**src/hdl/htfd_pkg.sv**
```systemverilog
`default_nettype none

package htfd_pkg;

    // Field widths
    localparam int BYTE_W = 8;
    localparam int WORD_W = 16;
    localparam int TEMP_W = 12;
    localparam int HUM_W  = 10;
    localparam int SER_W  = 32;
    localparam int POS_W  = 3;

    // Scaling datapath widths
    localparam int T_PROD_W = 31;   // 15-bit gain x 16-bit word
    localparam int H_PROD_W = 30;   // 14-bit gain x 16-bit word
    localparam int DIFF_W   = 19;   // signed difference after offset
    localparam int MAG_W    = 17;   // magnitude of that difference
    localparam int RECIP_W  = 18;
    localparam int DPROD_W  = MAG_W + RECIP_W;
    localparam int QUO_W    = 11;

    // CRC-8 settings
    localparam logic [BYTE_W-1:0] CRC_POLY = 8'h31;
    localparam logic [BYTE_W-1:0] CRC_INIT = 8'hFF;

    // Conversion constants
    localparam logic [14:0]       T_GAIN       = 15'd21875;
    localparam logic [13:0]       H_GAIN       = 14'd15625;
    localparam int                SCALE_SHIFT  = 13;
    localparam logic [DIFF_W-1:0] T_OFFSET     = 19'd45000;
    localparam logic [DIFF_W-1:0] H_OFFSET     = 19'd6000;
    // floor(x * DIV100_RECIP / 2^DIV100_SHIFT) == floor(x / 100) for x < 2^17
    localparam logic [RECIP_W-1:0] DIV100_RECIP = 18'd167773;
    localparam int                 DIV100_SHIFT = 24;
    localparam logic [QUO_W-1:0]   HUM_MAX      = 11'd1000;

    // Place of the next byte in the reply frame
    typedef enum logic [POS_W-1:0] {
        POS_W0_HI = 3'd0,
        POS_W0_LO = 3'd1,
        POS_CRC0  = 3'd2,
        POS_W1_HI = 3'd3,
        POS_W1_LO = 3'd4,
        POS_CRC1  = 3'd5
    } t_pos;

    // Completed frame, handed from the frame tracker to the scaler
    typedef struct packed {
        logic              bus_fail;
        logic              crc0_bad;
        logic              crc1_bad;
        logic              serial;
        logic [WORD_W-1:0] w0;
        logic [WORD_W-1:0] w1;
    } t_frame;

    // Scaled values, handed from the scaler to the divider
    typedef struct packed {
        logic             bus_fail;
        logic             crc0_bad;
        logic             crc1_bad;
        logic             temp_keep;
        logic             temp_neg;
        logic [MAG_W-1:0] temp_mag;
        logic             hum_keep;
        logic             hum_neg;
        logic [MAG_W-1:0] hum_mag;
        logic [SER_W-1:0] serial_number;
    } t_scaled;

    // One byte of CRC-8, MSB first, no reflection
    function automatic logic [BYTE_W-1:0] crc8_update(input logic [BYTE_W-1:0] crc,
                                                      input logic [BYTE_W-1:0] b);
        logic [BYTE_W-1:0] c;
        c = crc ^ b;
        for (int i = 0; i < BYTE_W; i++) begin
            if (c[BYTE_W-1]) begin
                c = {c[BYTE_W-2:0], 1'b0} ^ CRC_POLY;
            end else begin
                c = {c[BYTE_W-2:0], 1'b0};
            end
        end
        return c;
    endfunction

endpackage

`default_nettype wire

```
**src/hdl/htfd_if.sv**
```systemverilog
`default_nettype none

// Received reply bytes
interface htfd_in_if;
    logic                          valid;
    logic                          ready;
    logic [htfd_pkg::BYTE_W-1:0]   data_byte;
    logic                          mode;
    logic                          bus_error;

    modport source (output valid, data_byte, mode, bus_error, input ready);
    modport sink   (input valid, data_byte, mode, bus_error, output ready);
endinterface

// Decoded results
interface htfd_out_if;
    logic                                 valid;
    logic                                 ready;
    logic signed [htfd_pkg::TEMP_W-1:0]   temperature_tenths;
    logic        [htfd_pkg::HUM_W-1:0]    humidity_tenths;
    logic        [htfd_pkg::SER_W-1:0]    serial_number;
    logic                                 bus_failed;
    logic                                 first_word_crc_bad;
    logic                                 second_word_crc_bad;

    modport source (output valid, temperature_tenths, humidity_tenths, serial_number,
                    bus_failed, first_word_crc_bad, second_word_crc_bad, input ready);
    modport sink   (input valid, temperature_tenths, humidity_tenths, serial_number,
                    bus_failed, first_word_crc_bad, second_word_crc_bad, output ready);
endinterface

`default_nettype wire

```
**src/hdl/htfd_frame.sv**
```systemverilog
`default_nettype none

module htfd_frame (
    input  logic             i_clk,
    input  logic             i_rst_n,
    htfd_in_if.sink          i_in,
    output htfd_pkg::t_frame o_rec,
    output logic             o_rec_valid,
    input  logic             i_rec_ready
);
    import htfd_pkg::*;

    t_pos              r_pos, n_pos;
    logic [BYTE_W-1:0] r_crc, n_crc;
    logic              r_first_ok, n_first_ok;
    logic              r_mode, n_mode;
    logic [WORD_W-1:0] r_w0, r_w1;
    t_frame            r_rec, n_rec;
    logic              r_rec_valid, n_rec_valid;

    logic              w_accept;
    logic              w_done;
    logic [BYTE_W-1:0] w_crc_next;

    // Take a beat whenever the frame record slot is free or draining
    assign i_in.ready = !r_rec_valid || i_rec_ready;
    assign w_accept   = i_in.valid && i_in.ready;
    assign w_crc_next = crc8_update(r_crc, i_in.data_byte);

    // Next frame position
    always_comb begin
        n_pos = r_pos;
        if (w_accept) begin
            if (i_in.bus_error) begin
                n_pos = POS_W0_HI;
            end else begin
                unique case (r_pos)
                    POS_W0_HI: n_pos = POS_W0_LO;
                    POS_W0_LO: n_pos = POS_CRC0;
                    POS_CRC0:  n_pos = POS_W1_HI;
                    POS_W1_HI: n_pos = POS_W1_LO;
                    POS_W1_LO: n_pos = POS_CRC1;
                    POS_CRC1:  n_pos = POS_W0_HI;
                    default:   n_pos = POS_W0_HI;
                endcase
            end
        end
    end

    // CRC, mode latch and frame completion
    always_comb begin
        n_crc      = r_crc;
        n_first_ok = r_first_ok;
        n_mode     = r_mode;
        w_done     = 1'b0;
        if (w_accept) begin
            if (i_in.bus_error) begin
                n_crc  = CRC_INIT;
                w_done = 1'b1;
            end else begin
                unique case (r_pos) inside
                    POS_W0_HI: begin
                        n_mode = i_in.mode;
                        n_crc  = w_crc_next;
                    end
                    POS_W0_LO, POS_W1_HI, POS_W1_LO: begin
                        n_crc = w_crc_next;
                    end
                    POS_CRC0: begin
                        n_first_ok = (r_crc == i_in.data_byte);
                        n_crc      = CRC_INIT;
                    end
                    POS_CRC1: begin
                        n_crc  = CRC_INIT;
                        w_done = 1'b1;
                    end
                    default: begin
                        n_crc = CRC_INIT;
                    end
                endcase
            end
        end
    end

    // Build the record for a finished or aborted frame
    always_comb begin
        n_rec = '0;
        if (i_in.bus_error) begin
            n_rec.bus_fail = 1'b1;
        end else begin
            n_rec.crc0_bad = !r_first_ok;
            n_rec.crc1_bad = (r_crc != i_in.data_byte);
            n_rec.serial   = r_mode;
            n_rec.w0       = r_w0;
            n_rec.w1       = r_w1;
        end
    end

    always_comb begin
        if (w_accept && w_done) begin
            n_rec_valid = 1'b1;
        end else if (i_rec_ready) begin
            n_rec_valid = 1'b0;
        end else begin
            n_rec_valid = r_rec_valid;
        end
    end

    // Control state
    always_ff @(posedge i_clk) begin
        if (!i_rst_n) begin
            r_pos       <= POS_W0_HI;
            r_crc       <= CRC_INIT;
            r_first_ok  <= 1'b0;
            r_mode      <= 1'b0;
            r_rec_valid <= 1'b0;
        end else begin
            r_pos       <= n_pos;
            r_crc       <= n_crc;
            r_first_ok  <= n_first_ok;
            r_mode      <= n_mode;
            r_rec_valid <= n_rec_valid;
        end
    end

    // Hold the data bytes and the outgoing record
    always_ff @(posedge i_clk) begin
        if (w_accept && !i_in.bus_error) begin
            case (r_pos)
                POS_W0_HI: r_w0[15:8] <= i_in.data_byte;
                POS_W0_LO: r_w0[7:0]  <= i_in.data_byte;
                POS_W1_HI: r_w1[15:8] <= i_in.data_byte;
                POS_W1_LO: r_w1[7:0]  <= i_in.data_byte;
                default: ;
            endcase
        end
        if (w_accept && w_done) begin
            r_rec <= n_rec;
        end
    end

    assign o_rec       = r_rec;
    assign o_rec_valid = r_rec_valid;

endmodule

`default_nettype wire

```
**src/hdl/htfd_scale.sv**
```systemverilog
`default_nettype none

module htfd_scale (
    input  logic              i_clk,
    input  logic              i_rst_n,
    input  htfd_pkg::t_frame  i_rec,
    input  logic              i_rec_valid,
    output logic              o_rec_ready,
    output htfd_pkg::t_scaled o_scl,
    output logic              o_scl_valid,
    input  logic              i_scl_ready
);
    import htfd_pkg::*;

    t_scaled             r_scl, n_scl;
    logic                r_valid;
    logic                w_load;
    logic [T_PROD_W-1:0] w_t_prod;
    logic [H_PROD_W-1:0] w_h_prod;
    logic [DIFF_W-1:0]   w_t_diff, w_h_diff;
    logic [DIFF_W-1:0]   w_t_abs, w_h_abs;
    logic                w_all_ok;

    assign o_rec_ready = !r_valid || i_scl_ready;
    assign w_load      = i_rec_valid && o_rec_ready;

    // Gain, shift and offset for both words
    assign w_t_prod = T_PROD_W'(T_GAIN) * T_PROD_W'(i_rec.w0);
    assign w_h_prod = H_PROD_W'(H_GAIN) * H_PROD_W'(i_rec.w1);
    assign w_t_diff = DIFF_W'(w_t_prod[T_PROD_W-1:SCALE_SHIFT]) - T_OFFSET;
    assign w_h_diff = DIFF_W'(w_h_prod[H_PROD_W-1:SCALE_SHIFT]) - H_OFFSET;

    // Split into sign and magnitude so the divider truncates toward zero
    assign w_t_abs = w_t_diff[DIFF_W-1] ? (DIFF_W'(0) - w_t_diff) : w_t_diff;
    assign w_h_abs = w_h_diff[DIFF_W-1] ? (DIFF_W'(0) - w_h_diff) : w_h_diff;

    assign w_all_ok = !i_rec.bus_fail && !i_rec.crc0_bad && !i_rec.crc1_bad;

    always_comb begin
        n_scl               = '0;
        n_scl.bus_fail      = i_rec.bus_fail;
        n_scl.crc0_bad      = i_rec.crc0_bad;
        n_scl.crc1_bad      = i_rec.crc1_bad;
        n_scl.temp_keep     = !i_rec.bus_fail && !i_rec.serial && !i_rec.crc0_bad;
        n_scl.temp_neg      = w_t_diff[DIFF_W-1];
        n_scl.temp_mag      = w_t_abs[MAG_W-1:0];
        n_scl.hum_keep      = !i_rec.bus_fail && !i_rec.serial && !i_rec.crc1_bad;
        n_scl.hum_neg       = w_h_diff[DIFF_W-1];
        n_scl.hum_mag       = w_h_abs[MAG_W-1:0];
        n_scl.serial_number = (i_rec.serial && w_all_ok) ? {i_rec.w0, i_rec.w1} : '0;
    end

    always_ff @(posedge i_clk) begin
        if (!i_rst_n) begin
            r_valid <= 1'b0;
        end else if (w_load) begin
            r_valid <= 1'b1;
        end else if (i_scl_ready) begin
            r_valid <= 1'b0;
        end
    end

    always_ff @(posedge i_clk) begin
        if (w_load) begin
            r_scl <= n_scl;
        end
    end

    assign o_scl       = r_scl;
    assign o_scl_valid = r_valid;

endmodule

`default_nettype wire

```
**src/hdl/htfd_div.sv**
```systemverilog
`default_nettype none

module htfd_div (
    input  logic              i_clk,
    input  logic              i_rst_n,
    input  htfd_pkg::t_scaled i_scl,
    input  logic              i_scl_valid,
    output logic              o_scl_ready,
    htfd_out_if.source        o_out
);
    import htfd_pkg::*;

    logic               r_valid;
    logic [TEMP_W-1:0]  r_temp, n_temp;
    logic [HUM_W-1:0]   r_hum, n_hum;
    logic [SER_W-1:0]   r_serial;
    logic               r_bus_fail, r_crc0_bad, r_crc1_bad;
    logic               w_load;
    logic [DPROD_W-1:0] w_t_prod, w_h_prod;
    logic [QUO_W-1:0]   w_t_quo, w_h_quo;
    logic [TEMP_W-1:0]  w_t_ext;

    assign o_scl_ready = !r_valid || o_out.ready;
    assign w_load      = i_scl_valid && o_scl_ready;

    // Divide magnitudes by 100 through the reciprocal
    assign w_t_prod = DPROD_W'(i_scl.temp_mag) * DPROD_W'(DIV100_RECIP);
    assign w_h_prod = DPROD_W'(i_scl.hum_mag) * DPROD_W'(DIV100_RECIP);
    assign w_t_quo  = w_t_prod[DIV100_SHIFT +: QUO_W];
    assign w_h_quo  = w_h_prod[DIV100_SHIFT +: QUO_W];
    assign w_t_ext  = TEMP_W'(w_t_quo);

    // Restore the sign of temperature, zero on a bad word, a bus failure or a serial frame
    always_comb begin
        if (!i_scl.temp_keep) begin
            n_temp = '0;
        end else if (i_scl.temp_neg) begin
            n_temp = TEMP_W'(0) - w_t_ext;
        end else begin
            n_temp = w_t_ext;
        end
    end

    // Clamp humidity to the valid range, zero on a bad word, a bus failure or a serial frame
    always_comb begin
        if (!i_scl.hum_keep || i_scl.hum_neg) begin
            n_hum = '0;
        end else if (w_h_quo > HUM_MAX) begin
            n_hum = HUM_MAX[HUM_W-1:0];
        end else begin
            n_hum = w_h_quo[HUM_W-1:0];
        end
    end

    always_ff @(posedge i_clk) begin
        if (!i_rst_n) begin
            r_valid <= 1'b0;
        end else if (w_load) begin
            r_valid <= 1'b1;
        end else if (o_out.ready) begin
            r_valid <= 1'b0;
        end
    end

    // Hold the result until the sink takes the beat
    always_ff @(posedge i_clk) begin
        if (w_load) begin
            r_temp     <= n_temp;
            r_hum      <= n_hum;
            r_serial   <= i_scl.serial_number;
            r_bus_fail <= i_scl.bus_fail;
            r_crc0_bad <= i_scl.crc0_bad;
            r_crc1_bad <= i_scl.crc1_bad;
        end
    end

    assign o_out.valid               = r_valid;
    assign o_out.temperature_tenths  = $signed(r_temp);
    assign o_out.humidity_tenths     = r_hum;
    assign o_out.serial_number       = r_serial;
    assign o_out.bus_failed          = r_bus_fail;
    assign o_out.first_word_crc_bad  = r_crc0_bad;
    assign o_out.second_word_crc_bad = r_crc1_bad;

endmodule

`default_nettype wire

```
**src/hdl/humidity_temp_frame_decoder.sv**
```systemverilog
// Channel   Dir   Payload                                                  Beat
// i_in      in    data_byte[7:0], mode, bus_error                          one reply byte
// o_out     out   temperature_tenths[11:0], humidity_tenths[9:0],          one decoded frame
//                 serial_number[31:0], bus_failed, first/second crc flags
//
// One byte is taken per cycle while the frame tracker's record slot is free or draining.
// After the sixth byte (or a bus error beat) is taken, the result is registered in the
// frame tracker, then the scaling multiply, then the divide-by-100 register.
// Reset is synchronous, active low, and returns the tracker to the first byte.
// A stalled result holds in the output register.
`default_nettype none

module humidity_temp_frame_decoder (
    input  logic       i_clk,
    input  logic       i_rst_n,
    htfd_in_if.sink    i_in,
    htfd_out_if.source o_out
);
    import htfd_pkg::*;

    t_frame  w_rec;
    logic    w_rec_valid, w_rec_ready;
    t_scaled w_scl;
    logic    w_scl_valid, w_scl_ready;

    htfd_frame u_frame (
        .i_clk       (i_clk),
        .i_rst_n     (i_rst_n),
        .i_in        (i_in),
        .o_rec       (w_rec),
        .o_rec_valid (w_rec_valid),
        .i_rec_ready (w_rec_ready)
    );

    htfd_scale u_scale (
        .i_clk       (i_clk),
        .i_rst_n     (i_rst_n),
        .i_rec       (w_rec),
        .i_rec_valid (w_rec_valid),
        .o_rec_ready (w_rec_ready),
        .o_scl       (w_scl),
        .o_scl_valid (w_scl_valid),
        .i_scl_ready (w_scl_ready)
    );

    htfd_div u_div (
        .i_clk       (i_clk),
        .i_rst_n     (i_rst_n),
        .i_scl       (w_scl),
        .i_scl_valid (w_scl_valid),
        .o_scl_ready (w_scl_ready),
        .o_out       (o_out)
    );

endmodule

`default_nettype wire

```
**src/flat_wrapper.sv**
```systemverilog
// flat-port wrapper written by rule: the top's interface ports become plain ports
module humidity_temp_frame_decoder_flat import htfd_pkg::*;
  (i_clk, i_rst_n, i_in_valid, i_in_data_byte, i_in_mode, i_in_bus_error, i_in_ready, o_out_valid, o_out_temperature_tenths, o_out_humidity_tenths, o_out_serial_number, o_out_bus_failed, o_out_first_word_crc_bad, o_out_second_word_crc_bad, o_out_ready);
  htfd_in_if i_in_i ();
  htfd_out_if o_out_i ();
  input  logic i_clk;
  input  logic i_rst_n;
  input wire logic [$bits(i_in_i.valid)-1:0] i_in_valid;
  input wire logic [$bits(i_in_i.data_byte)-1:0] i_in_data_byte;
  input wire logic [$bits(i_in_i.mode)-1:0] i_in_mode;
  input wire logic [$bits(i_in_i.bus_error)-1:0] i_in_bus_error;
  output wire logic [$bits(i_in_i.ready)-1:0] i_in_ready;
  output wire logic [$bits(o_out_i.valid)-1:0] o_out_valid;
  output wire logic [$bits(o_out_i.temperature_tenths)-1:0] o_out_temperature_tenths;
  output wire logic [$bits(o_out_i.humidity_tenths)-1:0] o_out_humidity_tenths;
  output wire logic [$bits(o_out_i.serial_number)-1:0] o_out_serial_number;
  output wire logic [$bits(o_out_i.bus_failed)-1:0] o_out_bus_failed;
  output wire logic [$bits(o_out_i.first_word_crc_bad)-1:0] o_out_first_word_crc_bad;
  output wire logic [$bits(o_out_i.second_word_crc_bad)-1:0] o_out_second_word_crc_bad;
  input wire logic [$bits(o_out_i.ready)-1:0] o_out_ready;
  assign i_in_i.valid = i_in_valid;
  assign i_in_i.data_byte = i_in_data_byte;
  assign i_in_i.mode = i_in_mode;
  assign i_in_i.bus_error = i_in_bus_error;
  assign i_in_ready = i_in_i.ready;
  assign o_out_valid = o_out_i.valid;
  assign o_out_temperature_tenths = o_out_i.temperature_tenths;
  assign o_out_humidity_tenths = o_out_i.humidity_tenths;
  assign o_out_serial_number = o_out_i.serial_number;
  assign o_out_bus_failed = o_out_i.bus_failed;
  assign o_out_first_word_crc_bad = o_out_i.first_word_crc_bad;
  assign o_out_second_word_crc_bad = o_out_i.second_word_crc_bad;
  assign o_out_i.ready = o_out_ready;
  humidity_temp_frame_decoder u_core (.i_clk(i_clk), .i_rst_n(i_rst_n), .i_in(i_in_i), .o_out(o_out_i));
endmodule
```
**config.mk**
```make
export PLATFORM = sky130hd
export DESIGN_NAME = humidity_temp_frame_decoder_flat
export DESIGN_NICKNAME = d
export VERILOG_FILES = /design/src/hdl/htfd_pkg.sv /design/src/hdl/htfd_if.sv /design/src/hdl/htfd_frame.sv /design/src/hdl/htfd_scale.sv /design/src/hdl/htfd_div.sv /design/src/hdl/humidity_temp_frame_decoder.sv /design/src/flat_wrapper.sv
export SDC_FILE = /design/constraint.sdc
export NUM_CORES = 1
export LEC_CHECK = 0
export ABC_AREA = 1
export BUFFER_PORTS_ARGS = -buffer_cell sky130_fd_sc_hd__buf_2
export CAP_MARGIN = 20
export CORE_AREA = 2 2 234 236
export CTS_BUF_LIST = sky130_fd_sc_hd__clkbuf_2
export DETAILED_ROUTE_END_ITERATION = 8
export DIE_AREA = 0 0 236 238
export MAX_ROUTING_LAYER = met4
export PLACE_DENSITY_LB_ADDON = 0.15
export SLEW_MARGIN = 30
export SYNTH_ARGS = -nofsm -noshare
export SYNTH_HDL_FRONTEND = slang
export SYNTH_HIERARCHICAL = 1
export SYNTH_SLANG_ARGS = --single-unit
```
**constraint.sdc**
```tcl
create_clock -name i_clk -period 6.1 [get_ports i_clk]
set_input_delay 1.22 -clock i_clk [delete_from_list [all_inputs] [get_ports i_clk]]
set_output_delay 1.22 -clock i_clk [all_outputs]
set_load 0.01 [all_outputs]
```
==> results of run 1 <==
-- metal layers --
layer | vias up | share of wire (%) | global-route usage [%]
met3 | 128 | 4.1 | 3.66
met5 | - | 0 | -
li1 | 12400 | - | -
met4 | 0 | 2.9 | 8.09
met1 | 11600 | 44 | 33.6
met2 | 520 | 49 | 46.1
-- cell type report --
type / count / area (um2)
Clock buffer: 76 / 380
Tap cell: 696 / 871
Multi-Input combinational cell: 2565 / 23000
Antenna cell: 4 / 10.0
Clock inverter: 19 / 86.3
Timing Repair Buffer: 265 / 1870
Sequential cell: 214 / 6270
Inverter: 1061 / 3990
Fill cell: 4456 / 17100
-- sequential cells by signal (all words and copies together) (netlist names) --
name	count
u_core/u_div/o_out.bus_failed	1
u_core/u_div/o_out.first_word_crc_bad	1
u_core/u_div/o_out.humidity_tenths	10
u_core/u_div/o_out.second_word_crc_bad	1
u_core/u_div/o_out.serial_number	32
u_core/u_div/o_out.temperature_tenths	12
u_core/u_div/o_out.valid	1
u_core/u_frame/o_rec	36
u_core/u_frame/o_rec_valid	1
u_core/u_frame/r_crc	8
u_core/u_frame/r_first_ok	1
u_core/u_frame/r_mode	1
u_core/u_frame/r_pos	3
u_core/u_frame/r_w0	16
u_core/u_frame/r_w1	16
u_core/u_scale/o_scl	73
u_core/u_scale/o_scl_valid	1
-- through the flow --
step	hold slack, ps	area (um2)	setup TNS, ps
after global placement	403	33900	0
final	327	36400	0
after floorplan	400	31800	0
after CTS	321	34500	0
after global routing	305	36400	-2360
after detailed placement	405	33900	-182
-- synthesized netlist by cell type (all sizes together), types with 4 or more instances --
cell / number / area (um2)
nand3b: 14 / 109
xor2: 32 / 288
dfxtp: 16 / 320
nor2: 291 / 1270
a21oi: 119 / 622
nand2: 892 / 3520
nor3: 35 / 210
nand3: 175 / 941
fa: 356 / 7130
inv: 1059 / 3980
xnor2: 18 / 173
o21ai: 44 / 231
or2: 4 / 25.0
o21a: 5 / 37.5
edfxtp: 198 / 5950
ha: 517 / 6470
nand4: 26 / 163
and2: 5 / 31.3
clkbuf: 9 / 43.8
o21bai: 15 / 116
-- final timing paths --
kind / slack (ps) / endpoint / cells after the start / startpoint
max: 110 / u_core/u_scale/o_scl[38] / 24 / u_core/u_frame/o_rec[2]
min: 330 / u_core/u_div/o_out.serial_number[2] / 0 / u_core/u_scale/o_scl[2]
max reg2reg: 110 / u_core/u_scale/o_scl[38] / 24 / u_core/u_frame/o_rec[2]
min reg2reg: 330 / u_core/u_div/o_out.serial_number[2] / 0 / u_core/u_scale/o_scl[2]
-- logic make-up (layout without fill, tap and decap cells) --
family                   Yosys count  count (layout)  share of synthesized area, %
other                              0               4                             0
buffers and inverters           1073            1421                          12.8
XOR/XNOR                          50              50                          1.45
adder cells (fa/ha/maj)          873             873                          42.8
AO/OA/AOI/OAI                    196             196                          3.47
flip-flops                       214             214                          19.7
AND/OR/NAND/NOR                 1445            1446                          19.8
-- worst reg2reg max path, delay by kind of cell, from the launching register on --
| family | cells | cell delay [ps] |
|---|---|---|
| AND/OR/NAND/NOR | 7 | 790 |
| flip-flops | 1 | 430 |
| adder cells (fa/ha/maj) | 7 | 3040 |
| AO/OA/AOI/OAI | 5 | 860 |
| buffers and inverters | 4 | 220 |
| XOR/XNOR | 1 | 310 |
-- repair_timing --
action	in CTS	in global routing
resized for setup	13	343
endpoints found under the setup margin	16	54
buffers inserted	8	67
hold buffers	0	0
pin swaps	4	184
cloned	0	1
==> reports/results.txt, run 1 <==
Primary FF master, synth = edfxtp_1
CP peak stage delay = 560 ps
Crit path required time = 6800 ps
Hold WC Path Type = reg2reg
Global route total overflow = 0
Initial antenna violation count = 3
Initial Util = 59.4%
Slew @ Worst Pin = 959 ps
CP Capture Type = flip-flop
Number of CTS-inserted buffers = 56
Chip Height = 238 um
1st-pass router iterations = 6
DP Worst Slack = -58.6 ps
Most frequent cells in the layout = inv_1 (982), nand2_1 (751), ha_1 (468)
DRC = 0
Layout Utilization = 68.1%
Syn Nets = 4738
Reg clk slew, reported paths = 110 ps
Syn. warnings = 6
Max-Cap Viols = 0
CTS Sinks = 214
Core ar. = 53500 um2
Share of layout cells above drive strength 1 = 19.0%
Die width = 236 um
Synthesis-to-finish area growth = 14.7%
Worst setup margin = 106 ps
Vias in the first global route = 24600
Largest delay contributor family on the critical path = adder cells
# rows = 85
# H-tree levels = 2
Post-synth ARST share = 0%
Crit Path Category = reg2reg
CP max stage cell = fa_1
Netlist cell types = 49
Synth Area per Inst = 8.25 um2
Clk_lat worst skew = 1060 ps
CP Cell Sequence = inv_2 -> fa_1 -> inv_1 -> fa_1 -> fa_1 -> fa_1 -> ha_1 -> inv_2 -> fa_1 -> inv_2 -> ha_4 -> a21oi_2 -> o21ai_1 -> a21oi_2 -> nor2_1 -> nor2_1 -> nand2_1 -> nand2_1 -> nand2_1 -> a21oi_1 -> nand2_1 -> nor2_4 -> o21ai_0 -> xor2_1
Max-slew headroom = 35.6%
Ports = 73
Crit-path max FO = 8
Final Hold Viols = 0
First-pass GRT wire length = 118000 um
Largest net degree at the start of global routing = 60
Port-buffer cells = 72
Detailed Route WL = 73600 um
Final cell count without fillers = 4900
DIE AREA = 56200 um2
Outcome = complete, no violations
CTS tree = yes
Detailed-route wire length per cell = 15.0 um
Drt initial violations = 1238
Syn Inst Count = 3851
CP startpoint kind = flip-flop
Placed Cells = 4727
Final setup vio count = 0
CTS root buf = clkbuf_2
Fmax = 167 MHz
CP bufs+invs = 4
Cell area after synthesis = 31800 um2
Vias per cell = 5.03
Crit path top cell by count = fa_1
Worst clock skew = 158 ps
Tmin final = 5990 ps
Placer's final routability congestion estimate = 0.946
GRT Total Usage = 27.0%
Bufs on Longest Clock Path = 3
CP arrival = 6690 ps
HPWL Detailed = 61300 um
Post-route ant nets = 0
Pins Over Slew Limit = 0
Commonest non-fill, non-tap cell in the layout = inv_1
RSZ-0062 raised after global routing = true
Seq cells post-synth = 214
Fin crit share = 98.3%
Final nets = 5050
Post-synth EDFFs = 198
DR vias = 24600
Post-synthesis sequential area ratio = 19.7%
Power of run 1 is left out: the tool's default activity adds up to more than one toggle a clock period on the data nets, which glitch-free logic cannot reach.
==> run 2, diff against run 1 <==
--- a/config.mk
+++ b/config.mk
@@ -9,7 +9,7 @@
 export BUFFER_PORTS_ARGS = -buffer_cell sky130_fd_sc_hd__buf_2
 export CAP_MARGIN = 20
 export CORE_AREA = 2 2 234 236
-export CTS_BUF_LIST = sky130_fd_sc_hd__clkbuf_2
+export CTS_BUF_LIST = sky130_fd_sc_hd__clkbuf_16
 export DETAILED_ROUTE_END_ITERATION = 8
 export DIE_AREA = 0 0 236 238
 export MAX_ROUTING_LAYER = met4
==> reports/results.txt, run 2 (synthesis results as in run 1) <==
Die width = 236 um (unchanged)
CTS Hold Buffers Added = 0 (unchanged)
Commonest non-fill, non-tap cell in the layout = inv_1 (unchanged)
CP startpoint kind = flip-flop (unchanged)
Chip Height = 238 um (unchanged)
Hold WC Path Type = reg2reg (unchanged)
Bufs on Longest Clock Path = 3 (unchanged)
Vias per cell = 5.03 (about the same)
Max-slew headroom = 41.7% (was 35.6%)
Detailed Route WL = 73500 um (was 73600 um)
Final Hold Viols = 0 (unchanged)
Total of fill cells in the finished design = 4481 (was 4456)
# rows = 85 (unchanged)
Drt initial violations = 1304 (was 1238)
Max FFs per register = 73 (unchanged)
HPWL Detailed = 61300 um (unchanged)
Worst R2R End = u_core/u_scale/o_scl[60] (was u_core/u_scale/o_scl[38])
Hold endpoint = u_core/u_div/o_out.serial_number[0] (was u_core/u_div/o_out.serial_number[2])
GRT Total Usage = 27.0% (about the same)
Clk_lat worst skew = 590 ps (was 1060 ps)
DRC = 0 (unchanged)
Final setup vio count = 0 (unchanged)
DIE AREA = 56200 um2 (unchanged)
Vias in the first global route = 24400 (was 24600)
Initial Util = 59.4% (unchanged)
1st-pass router iterations = 5 (was 6)
Post-route ant nets = 0 (unchanged)
# H-tree levels = 1 (was 2)
Ports = 73 (unchanged)
CP arrival = 6280 ps (was 6690 ps)
RR Startpoint = u_core/u_frame/o_rec[28] (was u_core/u_frame/o_rec[2])
CP Capture Type = flip-flop (unchanged)
RSZ-0062 raised after global routing = true (unchanged)
Reg-to-reg setup timing slack = 150 ps (was 110 ps)
Final nets = 5007 (was 5050)
CTS tree = yes (unchanged)
Hold Path Depth = 0 (unchanged)
Port-buffer cells = 72 (unchanged)
R2r worst-path depth = 25 (was 24)
Outcome = complete, no violations (unchanged)
CTS root buf = clkbuf_16 (was clkbuf_2)
Global route total overflow = 0 (unchanged)
Number of CTS-inserted buffers = 25 (was 56)
Crit-path max FO = 4 (was 8)
Synthesis-to-finish area growth = 14.7% (about the same)
Tmin final = 5950 ps (was 5990 ps)
Crit Path Category = reg2reg (unchanged)
Setup TNS = 0 ps (unchanged)
Share of layout cells above drive strength 1 = 16.5% (was 19.0%)
Worst clock skew = 16.9 ps (was 158 ps)
CP peak stage delay = 570 ps (was 560 ps)
First-pass GRT wire length = 119000 um (was 118000 um)
Max-Cap Viols = 0 (unchanged)
Crit path required time = 6430 ps (was 6800 ps)
CP max stage cell = fa_2 (was fa_1)
Reg clk slew, reported paths = 70 ps (was 110 ps)
Initial antenna violation count = 0 (was 3)
# diodes = 0 (was 4)
Placer's final routability congestion estimate = 0.946 (unchanged)
CTS Sinks = 214 (unchanged)
Largest net degree at the start of global routing = 60 (unchanged)
Fmax = 168 MHz (was 167 MHz)
Pins Over Slew Limit = 0 (unchanged)
DR vias = 24300 (was 24600)
Most frequent cells in the layout = inv_1 (995), nand2_1 (770), ha_1 (473) (was inv_1 (982), nand2_1 (751), ha_1 (468))
Detailed-route wire length per cell = 15.2 um (was 15.0 um)
Slew @ Worst Pin = 874 ps (was 959 ps)
Core ar. = 53500 um2 (unchanged)
Hold Path Origin = u_core/u_scale/o_scl[0] (was u_core/u_scale/o_scl[2])
Fin crit share = 97.6% (was 98.3%)
[run 2: cell types whose count changed in the layout (fill, tap and decap cells not counted), sizes merged]
cell and change:
buf -12, inv +6, bufinv +2, diode -4, clkinv -7, clkbuf -50
[run 2: stage by stage]
step,hold slack (ps),area (um2),util [%],std cells,setup slack (ps)
6_report,411,36400,68.1,4835,147
5_1_grt,421,36400,68.1,4835,-98.0
4_1_cts,407,34800,65.1,4777,5.12
3_5_place_dp,405,33900,63.3,4727,-58.6
3_3_place_gp,403,33900,63.3,4726,36.5
2_1_floorplan,400,31800,-,3851,112
[run 2: timing repair]
action | CTS | global route
pin swaps | 2 | 142
setup endpoints to repair | 10 | 51
resized for setup | 3 | 274
gates cloned | 1 | 0
buffers inserted | 3 | 59
hold endpoints to repair | 0 | 0
[run 2: worst max path at each step]
| stage | from | endpoint | slack [ps] | cells after the start |
|---|---|---|---|---|
| after floorplan | u_core/u_frame/o_rec[31] | u_core/u_scale/o_scl[65] | 110 | 31 |
| after global placement | u_core/u_frame/o_rec[30] | u_core/u_scale/o_scl[66] | 40 | 33 |
| after detailed placement | u_core/u_frame/o_rec[30] | u_core/u_scale/o_scl[66] | -60 | 33 |
| after CTS | u_core/u_frame/o_rec[23] | u_core/u_scale/o_scl[65] | 5 | 30 |
| after global routing | u_core/u_frame/o_rec[18] | u_core/u_scale/o_scl[66] | -100 | 32 |
| final | u_core/u_frame/o_rec[28] | u_core/u_scale/o_scl[60] | 150 | 25 |
[run 2: critical path, delay by kind of cell (launching register included)]
| kind | cells | cell delay (ps) |
|---|---|---|
| buf+inv | 5 | 550 |
| fa+ha+maj | 7 | 3120 |
| xor+xnor | 1 | 140 |
| simple gates | 12 | 1380 |
| flops | 1 | 500 |
[run 2: final cells by class]
| cell class | count | area (um2) | share of cell area [%] |
|---|---|---|---|
| tap | 696 | 871 | 2.39 |
| multi-input combinational | 2565 | 22700 | 62.2 |
| timing repair buffer | 253 | 1780 | 4.89 |
| clock inverter | 20 | 210 | 0.577 |
| clock buffer | 26 | 651 | 1.79 |
| inverter | 1061 | 3980 | 10.9 |
| sequential | 214 | 6270 | 17.2 |
[run 2: routing by layer]
metal / wire (um) / up-vias / track usage (%) / part of all wire (%)
met1: 32500 / 11400 / 34.0 / 44
met2: 36100 / 448 / 46.5 / 49
met3: 2810 / 121 / 2.93 / 3.8
met4: 2100 / 0 / 7.59 / 2.9
li1: - / 12300 / - / -
met5: 0 / - / - / 0
Power of run 2 is left out for the same reason.
